## config.mk

```make
export PLATFORM = sky130hd
export DESIGN_NAME = button_press_debouncer_mode_stepper_core
export DESIGN_NICKNAME = d
export VERILOG_FILES = /design/src/hw/rtl/bpdms_pkg.sv /design/src/hw/rtl/bpdms_matcher.sv /design/src/hw/rtl/bpdms_stepper.sv /design/src/hw/rtl/button_press_debouncer_mode_stepper_core.sv
export SDC_FILE = /design/constraint.sdc
export NUM_CORES = 1
export LEC_CHECK = 0
export BUFFER_PORTS_ARGS = -buffer_cell sky130_fd_sc_hd__buf_4
export CORE_ASPECT_RATIO = 0.8
export CORE_MARGIN = 8
export CORE_UTILIZATION = 35
export CTS_CLUSTER_DIAMETER = 120
export DETAILED_ROUTE_END_ITERATION = 10
export GPL_TIMING_DRIVEN = 0
export PLACE_DENSITY = 0.57
export SLEW_MARGIN = 40
export SYNTH_ARGS = -nofsm -noshare
export SYNTH_HDL_FRONTEND = slang
export SYNTH_SLANG_ARGS = --single-unit
export TNS_END_PERCENT = 50
```

## constraint.sdc

```tcl
create_clock -name clk -period 7 [get_ports clk]
set_input_delay 0.35 -clock clk [delete_from_list [all_inputs] [get_ports clk]]
set_output_delay 0.35 -clock clk [all_outputs]
set_load 0.02 [all_outputs]
```

## src/hw/rtl/bpdms_pkg.sv

```systemverilog
// ----------------------------------------------------------------------------
// bpdms_pkg
// Shared types and constants for the button debouncer and mode stepper.
// ----------------------------------------------------------------------------
package bpdms_pkg;

  // history depth and length of a stable run
  localparam int HISTORY_BITS = 64;
  localparam int STABLE_RUN   = 20;

  // field widths
  localparam int MODE_W  = 8;
  localparam int COUNT_W = 16;
  localparam int CFG_W   = 16;
  localparam int IDX_W   = 2;
  localparam int IN_W    = 8;
  localparam int OUT_W   = 16;

  // history patterns
  localparam logic [HISTORY_BITS-1:0] HIST_MASK = '1;
  localparam logic [HISTORY_BITS-1:0] RUN_PATTERN =
    (STABLE_RUN >= HISTORY_BITS) ? HIST_MASK : (HIST_MASK >> (HISTORY_BITS - STABLE_RUN));
  localparam logic [HISTORY_BITS-1:0] RELEASE_PATTERN =
    (STABLE_RUN >= HISTORY_BITS) ? HIST_MASK : (HIST_MASK << (HISTORY_BITS - STABLE_RUN));

  // register indexes
  localparam logic [IDX_W-1:0] REG_NUM_ROUTINES   = 2'd0;
  localparam logic [IDX_W-1:0] REG_STEP_THRESHOLD = 2'd1;
  localparam logic [IDX_W-1:0] REG_OFF_THRESHOLD  = 2'd2;

  // register reset values
  localparam logic [MODE_W-1:0]  NUM_ROUTINES_RST   = 8'd1;
  localparam logic [COUNT_W-1:0] STEP_THRESHOLD_RST = 16'd200;
  localparam logic [COUNT_W-1:0] OFF_THRESHOLD_RST  = 16'd1000;

  // press event codes
  typedef enum logic [1:0] {
    EV_NONE    = 2'd0,
    EV_RELEASE = 2'd1,
    EV_PRESS   = 2'd2,
    EV_HELD    = 2'd3
  } event_t;

  // matched request handed from the matcher to the stepper
  typedef struct packed {
    logic   valid;
    event_t ev;
  } match_t;

  // configuration seen by the stepper
  typedef struct packed {
    logic [MODE_W-1:0]  num_routines;
    logic [COUNT_W-1:0] step_threshold;
    logic [COUNT_W-1:0] off_threshold;
    logic               mode_clear;
  } step_cfg_t;

endpackage

```

## src/hw/rtl/bpdms_matcher.sv

```systemverilog
// ----------------------------------------------------------------------------
// bpdms_matcher
// Sample history shift register and exact pattern match, registered event.
// ----------------------------------------------------------------------------
module bpdms_matcher (
  input  logic              clk,
  input  logic              rst,
  input  logic              accept,
  input  logic              pin_level,
  input  logic              advance,
  output bpdms_pkg::match_t match
);

  logic [bpdms_pkg::HISTORY_BITS-1:0] history;
  logic [bpdms_pkg::HISTORY_BITS-1:0] history_next;
  bpdms_pkg::event_t                  ev_next;
  logic                               valid;
  bpdms_pkg::event_t                  ev;

  // shift in the new sample, release tested first
  always_comb begin
    history_next = {history[bpdms_pkg::HISTORY_BITS-2:0], pin_level};
    if (history_next == bpdms_pkg::RELEASE_PATTERN) begin
      ev_next = bpdms_pkg::EV_RELEASE;
    end else if (history_next == bpdms_pkg::RUN_PATTERN) begin
      ev_next = bpdms_pkg::EV_PRESS;
    end else if (history_next == bpdms_pkg::HIST_MASK) begin
      ev_next = bpdms_pkg::EV_HELD;
    end else begin
      ev_next = bpdms_pkg::EV_NONE;
    end
  end

  // history and request valid
  always_ff @(posedge clk) begin
    if (rst) begin
      history <= '0;
      valid   <= 1'b0;
    end else begin
      if (accept) begin
        history <= history_next;
        valid   <= 1'b1;
      end else if (advance) begin
        valid   <= 1'b0;
      end
    end
  end

  // event payload
  always_ff @(posedge clk) begin
    if (accept) begin
      ev <= ev_next;
    end
  end

  assign match.valid = valid;
  assign match.ev    = ev;

endmodule

```

## src/hw/rtl/bpdms_stepper.sv

```systemverilog
// ----------------------------------------------------------------------------
// bpdms_stepper
// Press counter, mode index stepping and the result register.
// ----------------------------------------------------------------------------
module bpdms_stepper (
  input  logic                                clk,
  input  logic                                rst,
  input  bpdms_pkg::match_t                   match,
  input  logic                                advance,
  input  logic                                out_take,
  input  bpdms_pkg::step_cfg_t                cfg,
  output logic                                out_valid,
  output bpdms_pkg::event_t                   out_event,
  output logic [bpdms_pkg::MODE_W-1:0]        out_mode,
  output logic                                out_pdown,
  output logic [bpdms_pkg::MODE_W-1:0]        mode_reg
);

  logic [bpdms_pkg::COUNT_W-1:0] press_count;
  logic [bpdms_pkg::COUNT_W-1:0] press_count_next;
  logic [bpdms_pkg::COUNT_W-1:0] count_inc;
  logic [bpdms_pkg::MODE_W-1:0]  mode_next;
  logic [bpdms_pkg::MODE_W:0]    fwd_sum;
  logic [bpdms_pkg::MODE_W:0]    bwd_sum;
  logic [bpdms_pkg::MODE_W:0]    n_ext;
  logic [bpdms_pkg::MODE_W-1:0]  mode_fwd;
  logic [bpdms_pkg::MODE_W-1:0]  mode_bwd;
  logic                          pdown_next;

  // wrapped forward and backward steps, mode stays below num_routines (zero when num_routines is zero)
  always_comb begin
    n_ext   = {1'b0, cfg.num_routines};
    fwd_sum = {1'b0, mode_reg} + 9'd1;
    bwd_sum = {1'b0, mode_reg} + n_ext - 9'd1;
    if (cfg.num_routines == '0) begin
      mode_fwd = '0;
      mode_bwd = '0;
    end else begin
      mode_fwd = (fwd_sum >= n_ext) ? bpdms_pkg::MODE_W'(fwd_sum - n_ext)
                                    : fwd_sum[bpdms_pkg::MODE_W-1:0];
      mode_bwd = (bwd_sum >= n_ext) ? bpdms_pkg::MODE_W'(bwd_sum - n_ext)
                                    : bwd_sum[bpdms_pkg::MODE_W-1:0];
    end
  end

  // counter and mode update for one request
  always_comb begin
    count_inc        = press_count + 16'd1;
    press_count_next = press_count;
    mode_next        = mode_reg;
    pdown_next       = 1'b0;
    case (match.ev)
      bpdms_pkg::EV_RELEASE: begin
        if (press_count > cfg.step_threshold) begin
          mode_next = mode_fwd;
        end else if (press_count != '0) begin
          mode_next = mode_bwd;
        end
        press_count_next = '0;
      end
      bpdms_pkg::EV_PRESS: begin
        press_count_next = 16'd1;
      end
      bpdms_pkg::EV_HELD: begin
        if (count_inc > cfg.off_threshold) begin
          press_count_next = '0;
          pdown_next       = 1'b1;
        end else begin
          press_count_next = count_inc;
        end
      end
      default: begin
        press_count_next = press_count;
      end
    endcase
  end

  // state and result valid
  always_ff @(posedge clk) begin
    if (rst) begin
      press_count <= '0;
      mode_reg    <= '0;
      out_valid   <= 1'b0;
    end else begin
      if (cfg.mode_clear) begin
        mode_reg <= '0;
      end else if (advance) begin
        mode_reg <= mode_next;
      end
      if (advance) begin
        press_count <= press_count_next;
        out_valid   <= 1'b1;
      end else if (out_take) begin
        out_valid   <= 1'b0;
      end
    end
  end

  // result payload
  always_ff @(posedge clk) begin
    if (advance) begin
      out_event <= match.ev;
      out_mode  <= mode_next;
      out_pdown <= pdown_next;
    end
  end

endmodule

```

## src/hw/rtl/button_press_debouncer_mode_stepper_core.sv

```systemverilog
// ----------------------------------------------------------------------------
// button_press_debouncer_mode_stepper_core
// Path: an accepted sample passes the matcher register, then the stepper result register.
// Throughput: one sample per cycle while the master side takes results; the matcher and stepper registers pipeline it.
// Reset (rst, synchronous): history, press count and mode cleared, registers
// back to their defaults (1, 200, 1000), no result pending.
// ----------------------------------------------------------------------------
module button_press_debouncer_mode_stepper_core (
  input  logic                            clk,
  input  logic                            rst,
  // sample stream
  input  logic                            s_tvalid,
  output logic                            s_tready,
  input  logic [bpdms_pkg::IN_W-1:0]      s_tdata,   // [0] pin_level, [7:1] zero
  // result stream
  output logic                            m_tvalid,
  input  logic                            m_tready,
  output logic [bpdms_pkg::OUT_W-1:0]     m_tdata,   // [1:0] press_event,
                                                     // [9:2] mode_index,
                                                     // [10] power_down, [15:11] zero
  // configuration writes
  input  logic                            cfg_we,
  input  logic [bpdms_pkg::IDX_W-1:0]     cfg_index,
  input  logic [bpdms_pkg::CFG_W-1:0]     cfg_wdata
);

  logic [bpdms_pkg::MODE_W-1:0]  num_routines;
  logic [bpdms_pkg::COUNT_W-1:0] step_threshold;
  logic [bpdms_pkg::COUNT_W-1:0] off_threshold;
  bpdms_pkg::step_cfg_t          step_cfg;
  bpdms_pkg::match_t             match;
  bpdms_pkg::event_t             out_event;
  logic [bpdms_pkg::MODE_W-1:0]  out_mode;
  logic [bpdms_pkg::MODE_W-1:0]  mode_reg;
  logic                          out_pdown;
  logic                          out_valid;
  logic                          stage_ready;
  logic                          advance;
  logic                          accept;

  // configuration registers
  always_ff @(posedge clk) begin
    if (rst) begin
      num_routines   <= bpdms_pkg::NUM_ROUTINES_RST;
      step_threshold <= bpdms_pkg::STEP_THRESHOLD_RST;
      off_threshold  <= bpdms_pkg::OFF_THRESHOLD_RST;
    end else if (cfg_we) begin
      case (cfg_index)
        bpdms_pkg::REG_NUM_ROUTINES:   num_routines   <= cfg_wdata[bpdms_pkg::MODE_W-1:0];
        bpdms_pkg::REG_STEP_THRESHOLD: step_threshold <= cfg_wdata;
        bpdms_pkg::REG_OFF_THRESHOLD:  off_threshold  <= cfg_wdata;
        default: begin
          num_routines <= num_routines;
        end
      endcase
    end
  end

  assign step_cfg.num_routines   = num_routines;
  assign step_cfg.step_threshold = step_threshold;
  assign step_cfg.off_threshold  = off_threshold;
  assign step_cfg.mode_clear     = cfg_we && (cfg_index == bpdms_pkg::REG_NUM_ROUTINES);

  // pipeline handshake
  assign stage_ready = !out_valid || m_tready;
  assign advance     = match.valid && stage_ready;
  assign s_tready    = !match.valid || stage_ready;
  assign accept      = s_tvalid && s_tready;

  bpdms_matcher u_matcher (
    .clk       (clk),
    .rst       (rst),
    .accept    (accept),
    .pin_level (s_tdata[0]),
    .advance   (advance),
    .match     (match)
  );

  bpdms_stepper u_stepper (
    .clk       (clk),
    .rst       (rst),
    .match     (match),
    .advance   (advance),
    .out_take  (m_tready),
    .cfg       (step_cfg),
    .out_valid (out_valid),
    .out_event (out_event),
    .out_mode  (out_mode),
    .out_pdown (out_pdown),
    .mode_reg  (mode_reg)
  );

  // result packing
  assign m_tvalid = out_valid;
  assign m_tdata  = {5'd0, out_pdown, out_mode, out_event};

  // power-down only comes with a held event
  a_pdown_held: assert property (@(posedge clk) disable iff (rst)
    (out_valid && out_pdown) |-> (out_event == bpdms_pkg::EV_HELD))
    else $error("power-down without held event");

  // mode index stays within the configured mode count
  a_mode_range: assert property (@(posedge clk) disable iff (rst)
    (num_routines != '0) |-> (mode_reg < num_routines))
    else $error("mode index out of range");

  // sample side never stalls while no result is pending
  a_ready_free: assert property (@(posedge clk) disable iff (rst)
    !out_valid |-> s_tready)
    else $error("sample side stalled with empty output");

  // a result appears the cycle after the stepper takes a request
  a_advance_out: assert property (@(posedge clk) disable iff (rst)
    advance |=> out_valid)
    else $error("request taken without result");

endmodule
```

==> results by group <==
STA
  – Max_slew headroom: 42.29%
  – Hold Fails Final Rpt: 0
  – Setup WS post-layout: 2.283 ns
  – Final Max Slew Viols: 0
  – Least-Margin Pin Slew: 0.8415 ns
  – Skew final: roughly 0.014 ns
  – Final period utilization: around 67%
  – Final setup fails: 0
  – Tmin final: 4.717 ns
  – TNS Setup: 0 ns
  – RSZ-0062 raised after global routing: no
  – FMAX: 212.0 MHz

Status
  – Status: completed

Floorplanning
  – Row cnt: 49
  – Core Footprint: 22500 µm²
  – Full die area: approximately 28000 µm²
  – Chip Height: 151.6 µm
  – IO Count: a little under 50
  – Die X: 185.5 µm
  – Initial Util: between 30% and 40%

Clock network
  – # resized after CTS: 0
  – Clock root cell: clkbuf_16
  – H-tree Lvls: 4
  – Clock Tree Buf Depth: 2
  – Reg clk slew, reported paths: approximately 0.06 ns
  – Clk Latency, worst-skew pair: 0.43 ns
  – Hold_buf cts: 0
  – CTS sink cnt: 142
  – Setup bufs post-CTS: 0
  – Num CTS Buffers: 17
  – CTS tree: yes

Finish
  – P&R area growth vs syn: 16.01%
  – Post-Route Utilization: 41.47%
  – Max reg flops: 63
  – Largest Register: u_matcher.history
  – Nets: 1179
  – Commonest non-fill, non-tap cell in the layout: nand2_1
  – Layout cells sized above 1: 8.608%
  – Most frequent cells in the layout: 208 x nand2_1, 129 x dfxtp_1, 124 x a21oi_1, 72 x inv_1, 67 x ha_1
  – Antenna Cells: 0

Setup path
  – CP delay by family, top: compound AO/OA/AOI/OAI gates
  – Critical Path RT: 7.17 ns
  – CP endpoint kind: flip-flop
  – Crit-path cells: inv_1 -> ha_1 -> inv_1 -> ha_1 -> inv_1 -> fa_1 -> nor2b_1 -> o21ai_0 -> a21oi_1 -> ha_1 -> and2_1 -> nor4_1 -> a21boi_0 -> or2_2 -> buf_2 -> o211ai_1 -> a21oi_1 -> a211oi_1 -> inv_1
  – Critical setup path kind: flip-flop to flip-flop
  – Worst R2R Setup Slack: between 2 and 2.5 ns
  – Critical-path top delay cell: dfxtp_1
  – Critical path startpoint category: flip-flop
  – Data arrival time of the worst path: 4.89 ns
  – CP bufs+invs: 5
  – Crit-path max cell delay: 0.59 ns
  – CP Max Fanout: 10
  – Crit-path most repeated cell: inv_1

Yosys
  – Distinct cells, synth: 66
  – Post-Synthesis Cells: roughly 1000
  – Synth Area per Inst: 7.886 µm²
  – Ys async rst share: 0%
  – Post-synth EDFFs: 13
  – YS warnings: 0
  – Seq/Total Area, Yosys: 36.96%
  – Post-Syn Area: 8044 µm²
  – Main synth FF type: dfxtp_1
  – Register bit count reported by yosys: 142

Routing
  – Via-per-instance ratio: 5.124
  – Iteration-0 DRC count of the detailed router: 581
  – Drt drc: 0
  – Vias: 7164
  – Total wire length: 21.15 mm
  – DR pass1 iterations: 6
  – Wirelength per Cell: 15.13 µm
  – Final antenna-violating net count: 0

Global route
  – Largest net degree at the start of global routing: 21
  – Antenna violations before repair: 0
  – GRT overflow: 0
  – All-Layer GR Usage: 15.43%
  – First-pass GRT wire length: 34.12 mm
  – Vias in the first global route: 6568

Placement
  – Post-DP HPWL: 16.06 mm
  – Worst slack at placement: 2.339 ns
  – GP Congestion: 0.8857
  – Port bufs: 36

Flow run
  – Max Cap Viol: 0

Power and ir drop
  – Tot Pwr: roughly 2.2 mW
  – Worst IR Drop VDD: 0.1627 mV
  – Cell Pwr Density: 234.5 nW/µm²
  – Static leakage: between 3 and 4 nW

Hold path
  – HP Class: input port to flip-flop
## cells by family (layout without fill, tap and decap cells)
kind of cell,after synthesis,in the layout,share of synthesized area (%)
AND/OR/NAND/NOR,407,407,23.11
AO/OA/AOI/OAI,244,244,18.62
flip-flops,142,142,36.96
buffers and inverters,120,188,6.113
adder cells (fa/ha/maj),69,69,10.92
XOR/XNOR,26,26,2.831
multiplexers,11,11,1.400
other,1,5,0.04662
## power by group
group / total [mW] / switching, mW / internal [mW] / leakage (nW)
Sequential: 0.847 / 0.0112 / 0.835 / 1.17
Combinational: 0.383 / 0.230 / 0.153 / 2.15
Clock: 0.959 / 0.376 / 0.582 / 0.303
## cell type report
cell class | count | area (µm²)
clock buffer | 19 | 454.2
inverter | 73 | 274.0
fill | 2313 | 13170
tap | 306 | 382.9
clock inverter | 13 | 158.9
sequential | 142 | 2973
multi-input combinational | 762 | 4599
timing repair buffer | 36 | 270.3
buffer | 47 | 219.0
## cell usage after synthesis (3+ instances only)
library cell  instances  area [µm²]
a31oi_1              11       68.82
nor2b_1              11       68.82
and2_1                4       25.02
a21boi_0              3       22.52
a211o_1              12       105.1
nor2_1               59       221.5
nand3b_1              4       30.03
and3_1                9       56.30
nand2_1             208       780.8
mux2i_1               9       90.09
o31ai_1               5       37.54
a21oi_1             124       620.6
clkbuf_1             32       120.1
buf_1                 3       11.26
ha_1                 67       838.3
xor2_1                8       70.07
or2_2                 5       31.28
o21ai_1               3       15.01
xnor2_1              18       157.7
dfxtp_1             129        2582
buf_4                 8       60.06
nand4_1              29       181.4
o21a_1                6       45.04
inv_1                72       270.3
nor4_1               26       162.7
a21o_1                6       45.04
o21bai_1              4       30.03
nor3_1               14       70.07
edfxtp_1             13       390.4
a22o_1                7       61.31
nand3_1              18       90.09
a211oi_1              7       52.55
or3_1                 3       18.77
o21ai_0              26       130.1
o211ai_1              8       60.06
nand2b_1              9       56.30
## metrics by stage
| stage | hold WS [ns] | cell area (µm²) | std cells |
|---|---|---|---|
| 6_report | 0.1383 | 9331 | 1398 |
| 4_1_cts | 0.1177 | 9331 | 1398 |
| 3_3_place_gp | 0.4442 | 8712 | 1366 |
| 5_1_grt | 0.1276 | 9331 | 1398 |
| 2_1_floorplan | 0.4363 | 8059 | 1024 |
| 3_5_place_dp | 0.4475 | 8718 | 1366 |
## metal layers
| layer | vias up | routed length (µm) | share of wire, % | global-route usage [%] |
|---|---|---|---|---|
| li1 | 3683 | - | - | - |
| met1 | 3316 | 11220 | 53 | 22.34 |
| met5 | - | 0 | 0 | 0 |
| met3 | 19 | 1130 | 5.3 | 3.551 |
| met2 | 146 | 8592 | 41 | 22.51 |
| met4 | 0 | 206 | 0.97 | 4.113 |
## path summary, 6_finish.rpt
| kind | start | endpoint | depth (start not counted) |
|---|---|---|---|
| worst min register to register | off_threshold[12] | off_threshold[12] | 2 |
| worst min-delay path | s_tvalid | u_matcher.valid | 3 |
| worst max-delay path | u_stepper.mode_reg[0] | u_stepper.out_mode[4] | 19 |
| worst max register to register | u_stepper.mode_reg[0] | u_stepper.out_mode[4] | 19 |
## worst register-to-register path, stage by stage (launching register included)
cell and delay [ns]:
dfxtp_1 0.59, inv_1 0.17, ha_1 0.22, inv_1 0.06, ha_1 0.19, inv_1 0.07
fa_1 0.41, nor2b_1 0.16, o21ai_0 0.09, a21oi_1 0.23, ha_1 0.33, and2_1 0.19
nor4_1 0.27, a21boi_0 0.20, or2_2 0.33, buf_2 0.18, o211ai_1 0.25, a21oi_1 0.12
a211oi_1 0.34, inv_1 0.08
(Power assumes the default switching activity.)
